## src/wepd_pkg.sv

```systemverilog
// Package for the wheel encoder speed and PWM drive block.
// Holds the widths, request codes, register indexes and configuration struct.
// No dependencies; wepd_csr, wepd_divider and the top level import it.
`default_nettype none

package wepd_pkg;

   localparam int DIV_W = 32;
   localparam int DIV_CNT_W = $clog2(DIV_W);

   localparam logic [1:0] REQ_EDGE    = 2'd0;
   localparam logic [1:0] REQ_COMMAND = 2'd1;
   localparam logic [1:0] REQ_TICK    = 2'd2;

   localparam logic [2:0] CSR_DEBOUNCE     = 3'd0;
   localparam logic [2:0] CSR_DEADTIME     = 3'd1;
   localparam logic [2:0] CSR_CMD_TIMEOUT  = 3'd2;
   localparam logic [2:0] CSR_STALL_TICKS  = 3'd3;
   localparam logic [2:0] CSR_PERIOD_MIN   = 3'd4;
   localparam logic [2:0] CSR_PERIOD_MAX   = 3'd5;
   localparam logic [2:0] CSR_VEL_NUM      = 3'd6;
   localparam logic [2:0] CSR_INVERT_DIR   = 3'd7;

   localparam logic [12:0] PWM_TOP        = 13'd6249;
   localparam logic [31:0] LEVEL_DIVISOR  = 32'd32767;
   localparam logic [19:0] VEL_MAX        = 20'd1048575;
   localparam logic [7:0]  COUNT_MAX      = 8'd255;

   typedef struct packed {
      logic [19:0] debounce_us;
      logic [19:0] deadtime_us;
      logic [26:0] command_timeout_us;
      logic [7:0]  stall_ticks;
      logic [31:0] period_min_us;
      logic [31:0] period_max_us;
      logic [31:0] velocity_numerator;
      logic        invert_direction;
   } cfg_type;

endpackage

`default_nettype wire

```

## src/wepd_req_if.sv

```systemverilog
// Request channel interface: valid/ready handshake and the request item.
// Depends on nothing.
`default_nettype none

interface wepd_req_if;
   logic               valid;
   logic               ready;
   logic [1:0]         req_type;
   logic [31:0]        now_us;
   logic signed [15:0] command;

   modport source(output valid, req_type, now_us, command, input ready);
   modport sink(input valid, req_type, now_us, command, output ready);
endinterface

`default_nettype wire

```

## src/wepd_rsp_if.sv

```systemverilog
// Response channel interface: valid/ready handshake and the result item.
// Depends on nothing.
`default_nettype none

interface wepd_rsp_if;
   logic               valid;
   logic               ready;
   logic [12:0]        pwm_level;
   logic               dir_out;
   logic signed [20:0] velocity;
   logic signed [31:0] position_ticks;

   modport source(output valid, pwm_level, dir_out, velocity, position_ticks, input ready);
   modport sink(input valid, pwm_level, dir_out, velocity, position_ticks, output ready);
endinterface

`default_nettype wire

```

## src/wepd_csr.sv

```systemverilog
// Configuration register file with a plain write port.
// Depends on wepd_pkg for the register indexes and the configuration struct.
`default_nettype none

module wepd_csr
   import wepd_pkg::*;
(
   input  wire logic        clock,
   input  wire logic        reset,
   input  wire logic        csr_wr_en,
   input  wire logic [2:0]  csr_index,
   input  wire logic [31:0] csr_wdata,
   output cfg_type          cfg
);

   cfg_type cfg_ff;
   cfg_type cfg_in;

   always_comb begin
      cfg_in = cfg_ff;
      if (csr_wr_en) begin
         unique case (csr_index)
            CSR_DEBOUNCE:    cfg_in.debounce_us        = csr_wdata[19:0];
            CSR_DEADTIME:    cfg_in.deadtime_us        = csr_wdata[19:0];
            CSR_CMD_TIMEOUT: cfg_in.command_timeout_us = csr_wdata[26:0];
            CSR_STALL_TICKS: cfg_in.stall_ticks        = csr_wdata[7:0];
            CSR_PERIOD_MIN:  cfg_in.period_min_us      = csr_wdata;
            CSR_PERIOD_MAX:  cfg_in.period_max_us      = csr_wdata;
            CSR_VEL_NUM:     cfg_in.velocity_numerator = csr_wdata;
            CSR_INVERT_DIR:  cfg_in.invert_direction   = csr_wdata[0];
         endcase
      end
   end

   always_ff @(posedge clock) begin
      if (reset) begin
         cfg_ff.debounce_us        <= 20'd7000;
         cfg_ff.deadtime_us        <= 20'd2000;
         cfg_ff.command_timeout_us <= 27'd2000000;
         cfg_ff.stall_ticks        <= 8'd50;
         cfg_ff.period_min_us      <= 32'd500;
         cfg_ff.period_max_us      <= 32'd5000000;
         cfg_ff.velocity_numerator <= 32'd428932117;
         cfg_ff.invert_direction   <= 1'b0;
      end else begin
         cfg_ff <= cfg_in;
      end
   end

   assign cfg = cfg_ff;

endmodule

`default_nettype wire

```

## src/wepd_divider.sv

```systemverilog
// Restoring divider, one quotient bit per cycle.
// Depends on wepd_pkg for the operand width.
`default_nettype none

module wepd_divider
   import wepd_pkg::*;
(
   input  wire logic             clock,
   input  wire logic             reset,
   input  wire logic             start,
   input  wire logic [DIV_W-1:0] dividend,
   input  wire logic [DIV_W-1:0] divisor,
   output logic                  done,
   output logic [DIV_W-1:0]      quotient
);

   logic                 busy_ff, busy_in;
   logic                 done_ff, done_in;
   logic [DIV_CNT_W-1:0] count_ff, count_in;
   logic [DIV_W-1:0]     rem_ff, rem_in;
   logic [DIV_W-1:0]     quot_ff, quot_in;
   logic [DIV_W-1:0]     dvs_ff, dvs_in;
   logic [DIV_W:0]       shifted;
   logic [DIV_W:0]       trial;
   logic                 fits;

   assign shifted = {rem_ff, quot_ff[DIV_W-1]};
   assign trial   = shifted - {1'b0, dvs_ff};
   assign fits    = shifted >= {1'b0, dvs_ff};

   always_comb begin
      busy_in  = busy_ff;
      done_in  = 1'b0;
      count_in = count_ff;
      rem_in   = rem_ff;
      quot_in  = quot_ff;
      dvs_in   = dvs_ff;
      if (start) begin
         busy_in  = 1'b1;
         count_in = DIV_CNT_W'(DIV_W - 1);
         rem_in   = '0;
         quot_in  = dividend;
         dvs_in   = divisor;
      end else if (busy_ff) begin
         rem_in   = fits ? trial[DIV_W-1:0] : shifted[DIV_W-1:0];
         quot_in  = {quot_ff[DIV_W-2:0], fits};
         count_in = count_ff - 1'b1;
         if (count_ff == '0) begin
            busy_in = 1'b0;
            done_in = 1'b1;
         end
      end
   end

   always_ff @(posedge clock) begin
      if (reset) begin
         busy_ff <= 1'b0;
         done_ff <= 1'b0;
      end else begin
         busy_ff <= busy_in;
         done_ff <= done_in;
      end
   end

   always_ff @(posedge clock) begin
      count_ff <= count_in;
      rem_ff   <= rem_in;
      quot_ff  <= quot_in;
      dvs_ff   <= dvs_in;
   end

   assign done     = done_ff;
   assign quotient = quot_ff;

endmodule

`default_nettype wire

```

## src/wheel_encoder_speed_and_pwm_drive.sv

```systemverilog
// Top level: one wheel channel with encoder debounce, velocity filter and PWM drive.
// Depends on wepd_pkg, wepd_req_if, wepd_rsp_if, wepd_csr and wepd_divider.
// An edge, command or unknown request goes from ST_EXEC to ST_FINISH, which loads its result.
// A control tick goes through ST_EXEC, ST_VEL_WAIT when the divider updates the velocity,
// ST_LVL_MUL, ST_DRIVE and ST_FINISH. The next item is accepted the cycle after the result
// is loaded. Synchronous active-high reset restores the default registers and wheel state.
`default_nettype none

module wheel_encoder_speed_and_pwm_drive
   import wepd_pkg::*;
(
   input  wire logic        clock,
   input  wire logic        reset,
   wepd_req_if.sink         req_chan,
   wepd_rsp_if.source       rsp_chan,
   input  wire logic        csr_wr_en,
   input  wire logic [2:0]  csr_index,
   input  wire logic [31:0] csr_wdata
);

   typedef enum logic [5:0] {
      ST_IDLE      = 6'b000001,
      ST_EXEC      = 6'b000010,
      ST_VEL_WAIT  = 6'b000100,
      ST_LVL_MUL   = 6'b001000,
      ST_DRIVE     = 6'b010000,
      ST_FINISH    = 6'b100000
   } state_type;

   cfg_type cfg;

   state_type          state_ff, state_in;
   logic [1:0]         kind_ff;
   logic [31:0]        now_ff;
   logic signed [15:0] cmd_ff;

   logic [31:0]        last_edge_time_ff, last_edge_time_in;
   logic [31:0]        edge_period_ff, edge_period_in;
   logic [7:0]         pending_ff, pending_in;
   logic signed [15:0] held_ff, held_in;
   logic [31:0]        last_cmd_time_ff, last_cmd_time_in;
   logic signed [20:0] fvel_ff, fvel_in;
   logic [31:0]        position_ff, position_in;
   logic [7:0]         idle_ff, idle_in;
   logic               forward_ff, forward_in;
   logic [31:0]        rev_time_ff, rev_time_in;
   logic [12:0]        drive_level_ff, drive_level_in;
   logic               drive_dir_ff, drive_dir_in;
   logic [27:0]        prod_ff, prod_in;

   logic               rsp_valid_ff, rsp_valid_in;
   logic [12:0]        rsp_level_ff;
   logic               rsp_dir_ff;
   logic signed [20:0] rsp_vel_ff;
   logic [31:0]        rsp_pos_ff;
   logic               rsp_load;

   logic               div_start;
   logic [DIV_W-1:0]   div_dividend;
   logic [DIV_W-1:0]   div_divisor;
   logic               div_done;
   logic [DIV_W-1:0]   div_quotient;

   logic [31:0]        edge_diff;
   logic [31:0]        cmd_age;
   logic               timed_out;
   logic               period_ok;
   logic [7:0]         idle_next;
   logic [31:0]        pos_step;
   logic [31:0]        pos_moved;
   logic [19:0]        raw_mag;
   logic signed [20:0] raw_vel;
   logic signed [23:0] fvel_wide;
   logic signed [23:0] fvel_triple;
   logic signed [23:0] ema_sum;
   logic signed [20:0] ema_vel;
   logic signed [20:0] decay_vel;
   logic [15:0]        held_abs;
   logic [12:0]        lvl_base;
   logic [15:0]        lvl_rem;
   logic [12:0]        level;
   logic               cmd_forward;
   logic [31:0]        rev_age;
   logic               accept;

   function automatic logic signed [20:0] div4_trunc(input logic signed [23:0] v);
      logic signed [23:0] adj;
      logic signed [23:0] shr;
      adj = v + (v[23] ? 24'sd3 : 24'sd0);
      shr = adj >>> 2;
      return shr[20:0];
   endfunction

   wepd_csr u_csr (
      .clock     (clock),
      .reset     (reset),
      .csr_wr_en (csr_wr_en),
      .csr_index (csr_index),
      .csr_wdata (csr_wdata),
      .cfg       (cfg)
   );

   wepd_divider u_divider (
      .clock    (clock),
      .reset    (reset),
      .start    (div_start),
      .dividend (div_dividend),
      .divisor  (div_divisor),
      .done     (div_done),
      .quotient (div_quotient)
   );

   assign req_chan.ready = (state_ff == ST_IDLE);
   assign accept         = req_chan.valid && req_chan.ready;

   assign edge_diff   = now_ff - last_edge_time_ff;
   assign cmd_age     = now_ff - last_cmd_time_ff;
   assign timed_out   = cmd_age > {5'b0, cfg.command_timeout_us};
   assign period_ok   = (edge_period_ff > cfg.period_min_us) &&
                        (edge_period_ff < cfg.period_max_us);
   assign idle_next   = (idle_ff == COUNT_MAX) ? idle_ff : idle_ff + 8'd1;
   assign pos_step    = {24'b0, pending_ff};
   assign pos_moved   = forward_ff ? position_ff + pos_step : position_ff - pos_step;

   assign raw_mag     = (div_quotient > {12'b0, VEL_MAX}) ? VEL_MAX : div_quotient[19:0];
   assign raw_vel     = forward_ff ? $signed({1'b0, raw_mag}) : -$signed({1'b0, raw_mag});
   assign fvel_wide   = {{3{fvel_ff[20]}}, fvel_ff};
   assign fvel_triple = fvel_wide + (fvel_wide <<< 1);
   assign ema_sum     = {{3{raw_vel[20]}}, raw_vel} + fvel_triple;
   assign ema_vel     = div4_trunc(ema_sum);
   assign decay_vel   = div4_trunc(fvel_triple);

   assign held_abs    = held_ff[15] ? 16'(-held_ff) : held_ff;
   assign cmd_forward = !held_ff[15];
   assign rev_age     = now_ff - rev_time_ff;

   // Division by 2^15 - 1: the shifted quotient is short by at most one.
   assign lvl_base    = prod_ff[27:15];
   assign lvl_rem     = {1'b0, prod_ff[14:0]} + {3'b0, lvl_base};
   assign level       = lvl_base + {12'b0, (lvl_rem >= LEVEL_DIVISOR[15:0])};

   assign div_start    = (state_ff == ST_EXEC) && (kind_ff == REQ_TICK) &&
                         (pending_ff != 8'd0) && period_ok;
   assign div_dividend = cfg.velocity_numerator;
   assign div_divisor  = edge_period_ff;

   always_comb begin
      state_in          = state_ff;
      last_edge_time_in = last_edge_time_ff;
      edge_period_in    = edge_period_ff;
      pending_in        = pending_ff;
      held_in           = held_ff;
      last_cmd_time_in  = last_cmd_time_ff;
      fvel_in           = fvel_ff;
      position_in       = position_ff;
      idle_in           = idle_ff;
      forward_in        = forward_ff;
      rev_time_in       = rev_time_ff;
      drive_level_in    = drive_level_ff;
      drive_dir_in      = drive_dir_ff;
      prod_in           = prod_ff;
      rsp_load          = 1'b0;
      rsp_valid_in      = rsp_valid_ff && !rsp_chan.ready;

      unique case (state_ff)
         ST_IDLE: begin
            if (accept) begin
               state_in = ST_EXEC;
            end
         end
         ST_EXEC: begin
            state_in = ST_FINISH;
            unique case (kind_ff)
               REQ_EDGE: begin
                  if (edge_diff > {12'b0, cfg.debounce_us}) begin
                     edge_period_in    = edge_diff;
                     last_edge_time_in = now_ff;
                     if (pending_ff != COUNT_MAX) begin
                        pending_in = pending_ff + 8'd1;
                     end
                  end
               end
               REQ_COMMAND: begin
                  held_in          = (cmd_ff == 16'sh8000) ? 16'sh8001 : cmd_ff;
                  last_cmd_time_in = now_ff;
               end
               REQ_TICK: begin
                  if (timed_out) begin
                     held_in = '0;
                  end
                  if (pending_ff != 8'd0) begin
                     if (period_ok) begin
                        state_in = ST_VEL_WAIT;
                     end else begin
                        position_in = pos_moved;
                        pending_in  = '0;
                        idle_in     = '0;
                        state_in    = ST_LVL_MUL;
                     end
                  end else begin
                     idle_in = idle_next;
                     if (idle_next > cfg.stall_ticks) begin
                        fvel_in = decay_vel;
                     end
                     state_in = ST_LVL_MUL;
                  end
               end
               default: begin
                  state_in = ST_FINISH;
               end
            endcase
         end
         ST_VEL_WAIT: begin
            if (div_done) begin
               fvel_in     = ema_vel;
               position_in = pos_moved;
               pending_in  = '0;
               idle_in     = '0;
               state_in    = ST_LVL_MUL;
            end
         end
         ST_LVL_MUL: begin
            prod_in  = 28'(held_abs[14:0]) * 28'(PWM_TOP);
            state_in = ST_DRIVE;
         end
         ST_DRIVE: begin
            state_in = ST_FINISH;
            if (level == '0) begin
               drive_level_in = '0;
               drive_dir_in   = 1'b0;
               forward_in     = cmd_forward;
            end else if (cmd_forward != forward_ff) begin
               drive_level_in = '0;
               drive_dir_in   = 1'b0;
               rev_time_in    = now_ff;
               forward_in     = cmd_forward;
            end else if (rev_age >= {12'b0, cfg.deadtime_us}) begin
               drive_dir_in   = cmd_forward ^ cfg.invert_direction;
               drive_level_in = level;
            end
         end
         ST_FINISH: begin
            if (!rsp_valid_ff || rsp_chan.ready) begin
               rsp_load     = 1'b1;
               rsp_valid_in = 1'b1;
               state_in     = ST_IDLE;
            end
         end
         default: begin
            state_in = ST_IDLE;
         end
      endcase
   end

   always_ff @(posedge clock) begin
      if (reset) begin
         state_ff          <= ST_IDLE;
         last_edge_time_ff <= '0;
         edge_period_ff    <= '0;
         pending_ff        <= '0;
         held_ff           <= '0;
         last_cmd_time_ff  <= '0;
         fvel_ff           <= '0;
         position_ff       <= '0;
         idle_ff           <= '0;
         forward_ff        <= 1'b1;
         rev_time_ff       <= '0;
         drive_level_ff    <= '0;
         drive_dir_ff      <= 1'b0;
         rsp_valid_ff      <= 1'b0;
      end else begin
         state_ff          <= state_in;
         last_edge_time_ff <= last_edge_time_in;
         edge_period_ff    <= edge_period_in;
         pending_ff        <= pending_in;
         held_ff           <= held_in;
         last_cmd_time_ff  <= last_cmd_time_in;
         fvel_ff           <= fvel_in;
         position_ff       <= position_in;
         idle_ff           <= idle_in;
         forward_ff        <= forward_in;
         rev_time_ff       <= rev_time_in;
         drive_level_ff    <= drive_level_in;
         drive_dir_ff      <= drive_dir_in;
         rsp_valid_ff      <= rsp_valid_in;
      end
   end

   always_ff @(posedge clock) begin
      prod_ff <= prod_in;
      if (accept) begin
         kind_ff <= req_chan.req_type;
         now_ff  <= req_chan.now_us;
         cmd_ff  <= req_chan.command;
      end
      if (rsp_load) begin
         rsp_level_ff <= drive_level_ff;
         rsp_dir_ff   <= drive_dir_ff;
         rsp_vel_ff   <= fvel_ff;
         rsp_pos_ff   <= position_ff;
      end
   end

   assign rsp_chan.valid          = rsp_valid_ff;
   assign rsp_chan.pwm_level      = rsp_level_ff;
   assign rsp_chan.dir_out        = rsp_dir_ff;
   assign rsp_chan.velocity       = rsp_vel_ff;
   assign rsp_chan.position_ticks = $signed(rsp_pos_ff);

endmodule

`default_nettype wire
```

## src/flat_wrapper.sv

```systemverilog
// flat-port wrapper written by rule: the top's interface ports become plain ports
module wheel_encoder_speed_and_pwm_drive_flat import wepd_pkg::*;
  (clock, reset, csr_wr_en, csr_index, csr_wdata, req_chan_valid, req_chan_req_type, req_chan_now_us, req_chan_command, req_chan_ready, rsp_chan_valid, rsp_chan_pwm_level, rsp_chan_dir_out, rsp_chan_velocity, rsp_chan_position_ticks, rsp_chan_ready);
  wepd_req_if req_chan_i ();
  wepd_rsp_if rsp_chan_i ();
  input  wire logic clock;
  input  wire logic reset;
  input  wire logic csr_wr_en;
  input  wire logic [2:0] csr_index;
  input  wire logic [31:0] csr_wdata;
  input wire logic [$bits(req_chan_i.valid)-1:0] req_chan_valid;
  input wire logic [$bits(req_chan_i.req_type)-1:0] req_chan_req_type;
  input wire logic [$bits(req_chan_i.now_us)-1:0] req_chan_now_us;
  input wire logic [$bits(req_chan_i.command)-1:0] req_chan_command;
  output wire logic [$bits(req_chan_i.ready)-1:0] req_chan_ready;
  output wire logic [$bits(rsp_chan_i.valid)-1:0] rsp_chan_valid;
  output wire logic [$bits(rsp_chan_i.pwm_level)-1:0] rsp_chan_pwm_level;
  output wire logic [$bits(rsp_chan_i.dir_out)-1:0] rsp_chan_dir_out;
  output wire logic [$bits(rsp_chan_i.velocity)-1:0] rsp_chan_velocity;
  output wire logic [$bits(rsp_chan_i.position_ticks)-1:0] rsp_chan_position_ticks;
  input wire logic [$bits(rsp_chan_i.ready)-1:0] rsp_chan_ready;
  assign req_chan_i.valid = req_chan_valid;
  assign req_chan_i.req_type = req_chan_req_type;
  assign req_chan_i.now_us = req_chan_now_us;
  assign req_chan_i.command = req_chan_command;
  assign req_chan_ready = req_chan_i.ready;
  assign rsp_chan_valid = rsp_chan_i.valid;
  assign rsp_chan_pwm_level = rsp_chan_i.pwm_level;
  assign rsp_chan_dir_out = rsp_chan_i.dir_out;
  assign rsp_chan_velocity = rsp_chan_i.velocity;
  assign rsp_chan_position_ticks = rsp_chan_i.position_ticks;
  assign rsp_chan_i.ready = rsp_chan_ready;
  wheel_encoder_speed_and_pwm_drive u_core (.clock(clock), .reset(reset), .req_chan(req_chan_i), .rsp_chan(rsp_chan_i), .csr_wr_en(csr_wr_en), .csr_index(csr_index), .csr_wdata(csr_wdata));
endmodule
```

## config.mk

```make
export PLATFORM = sky130hd
export DESIGN_NAME = wheel_encoder_speed_and_pwm_drive_flat
export DESIGN_NICKNAME = d
export VERILOG_FILES = /design/src/wepd_pkg.sv /design/src/wepd_req_if.sv /design/src/wepd_rsp_if.sv /design/src/wepd_csr.sv /design/src/wepd_divider.sv /design/src/wheel_encoder_speed_and_pwm_drive.sv /design/src/flat_wrapper.sv
export SDC_FILE = /design/constraint.sdc
export NUM_CORES = 2
export LEC_CHECK = 0
export BUFFER_PORTS_ARGS = -buffer_cell sky130_fd_sc_hd__buf_2
export CAP_MARGIN = 20
export CORE_MARGIN = 5
export CORE_UTILIZATION = 68
export CTS_CLUSTER_SIZE = 28
export DETAILED_ROUTE_END_ITERATION = 6
export PLACE_DENSITY = 0.9
export SYNTH_ARGS = -nofsm -noshare
export SYNTH_HDL_FRONTEND = slang
export SYNTH_SLANG_ARGS = --single-unit
```

## constraint.sdc

```tcl
create_clock -name clock -period 18.2 [get_ports clock]
set_clock_uncertainty 0.05 [all_clocks]
set_input_delay 3.64 -clock clock [delete_from_list [all_inputs] [get_ports clock]]
set_output_delay 3.64 -clock clock [all_outputs]
set_load 0.05 [all_outputs]
```

==> impl_metrics.ini <==
[power_and_ir_drop]
power_switching_w = 0.001081
p_int_w = 0.002677
clockPowerShare = 0.398
peakVddDrop_mv = 0.1324
leakage_nw = 19.95
p_total_w = 0.003758
pwr-share-seq = 0.425
p_per_area_nw_per_um2 = 80.33
sw_frac_of_total = 0.2876
comb_power_share = 0.178

[global_routing]
track_usage = 0.3228
grt_pass1_wl_um = 180500
antenna_found_initial = 5
first_global_vias = 35290
grt_max_degree = 83
grt.overflow.total = 0

[critical_path]
critPathLaunch = u_core.u_divider.quotient[0]$_DFFE_PP_
worst-r2r-setup-slack_ns = 10.81
crit_type = flop to flop
worstPathRequired_ns = 18.64
crit_path_start_kind = flop
worstReg2RegEnd = u_core.fvel_ff[18]$_SDFFE_PP0P_
critPathMaxFanout = 6
end_kind = flop
crit_arrival_ns = 7.83
r2r-start = u_core.u_divider.quotient[0]$_DFFE_PP_
ff2ff_path_depth = 24

[hold_path]
min_path_cells = 0
min-delay-start = u_core.drive_level_ff[6]$_SDFFE_PP0P_
min_to = u_core.rsp_chan.pwm_level[6]$_DFFE_PP_
hp-class = flop to flop

[clocking]
clk_latency_ns = 0.62
post_cts_resized = 0
cts_hold_buffers = 0
postCtsSetupBuffers = 0
cts-buffers-inserted = 74
clockBufferDepth = 3
cts_tree = built
h-tree-depth = 3
cts.sinks = 655
path_clk_slew_ns = 0.06
cts-root-buf = clkbuf_16

[sta]
final_hold_viol_count = 0
max_freq_mhz = 135.3
drv_slew = 0
layout_min_cycle_time_ns = 7.389
rsz0062_at_grt = no
setup_tns_ns = 0
fin_crit_sh = 0.4060
tightest_slew_ns = 1.145
max-slew-margin-rel = 0.2305
setup_viol = 0

[cells_and_area]
drive_gt1_frac = 0.07477
final_cell_mix = nand2_1 (668), a21oi_1 (530), ha_1 (458)
layout_commonest_cell = nand2_1
nets = 5672
largest_reg_flops = 172
fillers = 4387
final_cells = 5987
synthToLayoutAreaGrowth_pct = 9.247

[drt]
drt_iter0_markers = 3819
vias = 37490
totalWireLength_um = 114400
remaining_drc_errors = 2
dr.pass1.iters = 7
drt-vias-per-instance = 6.262
postRouteAntennaNets = 0
wl_per_cell_um = 19.11

[floorplanning]
initial_core_util = 0.6826
ioPinCount = 159
design.core.area_um2 = 62740
die_h_um = 261.0
die_w_um = 261.0
dieArea_um2 = 68090
num_rows = 92

[synth]
synth-seq-cells = 655
synth_nets = 5601
yosysWarnings = 0
synthCells = 5006
synth_top_area_share = 0.2085
synth-edff-count = 209
async_reset_ff_frac = 0
yosys.area.top_type = dfxtp_1
synth_area_leaders = dfxtp_1 (21%), edfxtp_1 (15%), ha_1 (13%)
ys_types = 84
synth-main-ff-cell = dfxtp_1
syn_area_per_cell_um2 = 8.554
yosysSeqAreaShare = 0.3551
synth_area_um2 = 42820

[flow_run]
max_cap_viol_count = 0

[place]
dp_cells = 5845
portBuffers = 158
gp_congestion = 0.9641
post-dp-hpwl_um = 81770

[status]
status = finished with violations
violations = DRC
[critical path, stage by stage, from the launching register on]
cell       delay, ns
edfxtp_1        0.47
or3_4           0.42
or3_4           0.37
or4_4           0.44
or2_4           0.26
or4_4           0.46
or3_4           0.36
or3_4           0.36
or3_4           0.38
nor3_4          0.15
mux2i_1         0.20
o21ai_1         0.08
ha_1            0.29
nand2_1         0.08
nand2_1         0.06
a2111oi_0       0.57
o21ai_0         0.17
o21ai_0         0.12
ha_1            0.18
o2111ai_1       0.29
a211o_1         0.45
nor4_1          0.52
xnor2_1         0.18
nor4_1          0.06
a221o_1         0.29
[metal layers]
layer,vias up,global-route usage,part of all wire
li1,17960,-,-
met1,17640,0.4172,0.40
met2,1555,0.5317,0.46
met3,334,0.05496,0.084
met4,0,0.1517,0.051
met5,-,0,0
[power groups by stage]
stage / clock network (W) / registers [W] / logic (W)
after detailed placement: 0 / 0.00162 / 0.000644
after floorplan: 0 / 0.00161 / 0.000479
final: 0.00149 / 0.00160 / 0.000668
after global routing: 0.00157 / 0.00160 / 0.000733
after global placement: 0 / 0.00162 / 0.000623
after CTS: 0.00150 / 0.00159 / 0.000651
[cell families (layout without fill, tap and decap cells)]
kind of cell | Yosys count | after routing | synth area share
XOR/XNOR | 250 | 250 | 0.05113
multiplexers | 93 | 93 | 0.02206
buffers and inverters | 595 | 725 | 0.05227
adder cells (fa/ha/maj) | 505 | 505 | 0.1558
flip-flops | 655 | 655 | 0.3551
other | 0 | 5 | 0
AND/OR/NAND/NOR | 1565 | 1565 | 0.1690
AO/OA/AOI/OAI | 1343 | 1343 | 0.1947
[area by class of cell]
cell class                 instances  area (µm²)  share of cell area
timing repair buffer             196        1111             0.02375
inverter                         394        1479             0.03161
clock buffer                      99        2082             0.04450
antenna                            5       12.51           0.0002674
sequential                       655       15210              0.3251
multi-input combinational       3756       25490              0.5449
clock inverter                    36       340.3            0.007274
tap                              846        1059             0.02263
[synth_stat cells (51+ instances only)]
cell        n
nand2_1   669
a21oi_1   530
ha_1      458
dfxtp_1   446
inv_1     393
nor2_1    311
o21ai_0   249
edfxtp_1  209
clkbuf_1  186
xnor2_1   173
nand3_1   154
a21o_1    108
nor3_1     84
mux2i_1    82
xor2_1     77
o211ai_1   64
o21a_1     62
and3_1     56
nand4_1    51
[metrics by stage]
step	hold WS [ns]	setup WS (ns)	util	cell area, µm²
final	0.3763	10.81	0.7457	46780
after global routing	0.3967	10.48	0.7456	46770
after CTS	0.3777	10.89	0.7449	46730
after detailed placement	0.3653	10.95	0.7063	44310
after floorplan	0.3581	10.89	-	42820
after global placement	0.3673	11.03	0.7063	44310
[worst max-delay path by stage]
| stage | to | slack (ns) | cells past startpoint |
|---|---|---|---|
| after detailed placement | u_core.fvel_ff[18]$_SDFFE_PP0P_ | 10.95 | 24 |
| after CTS | u_core.fvel_ff[18]$_SDFFE_PP0P_ | 10.89 | 24 |
| after floorplan | u_core.rsp_chan.dir_out$_DFFE_PP_ | 10.89 | 2 |
| after global placement | u_core.fvel_ff[18]$_SDFFE_PP0P_ | 11.03 | 24 |
| final | u_core.fvel_ff[18]$_SDFFE_PP0P_ | 10.81 | 24 |
| after global routing | u_core.fvel_ff[17]$_SDFFE_PP0P_ | 10.48 | 24 |
Power figures use the tool's default switching activity.
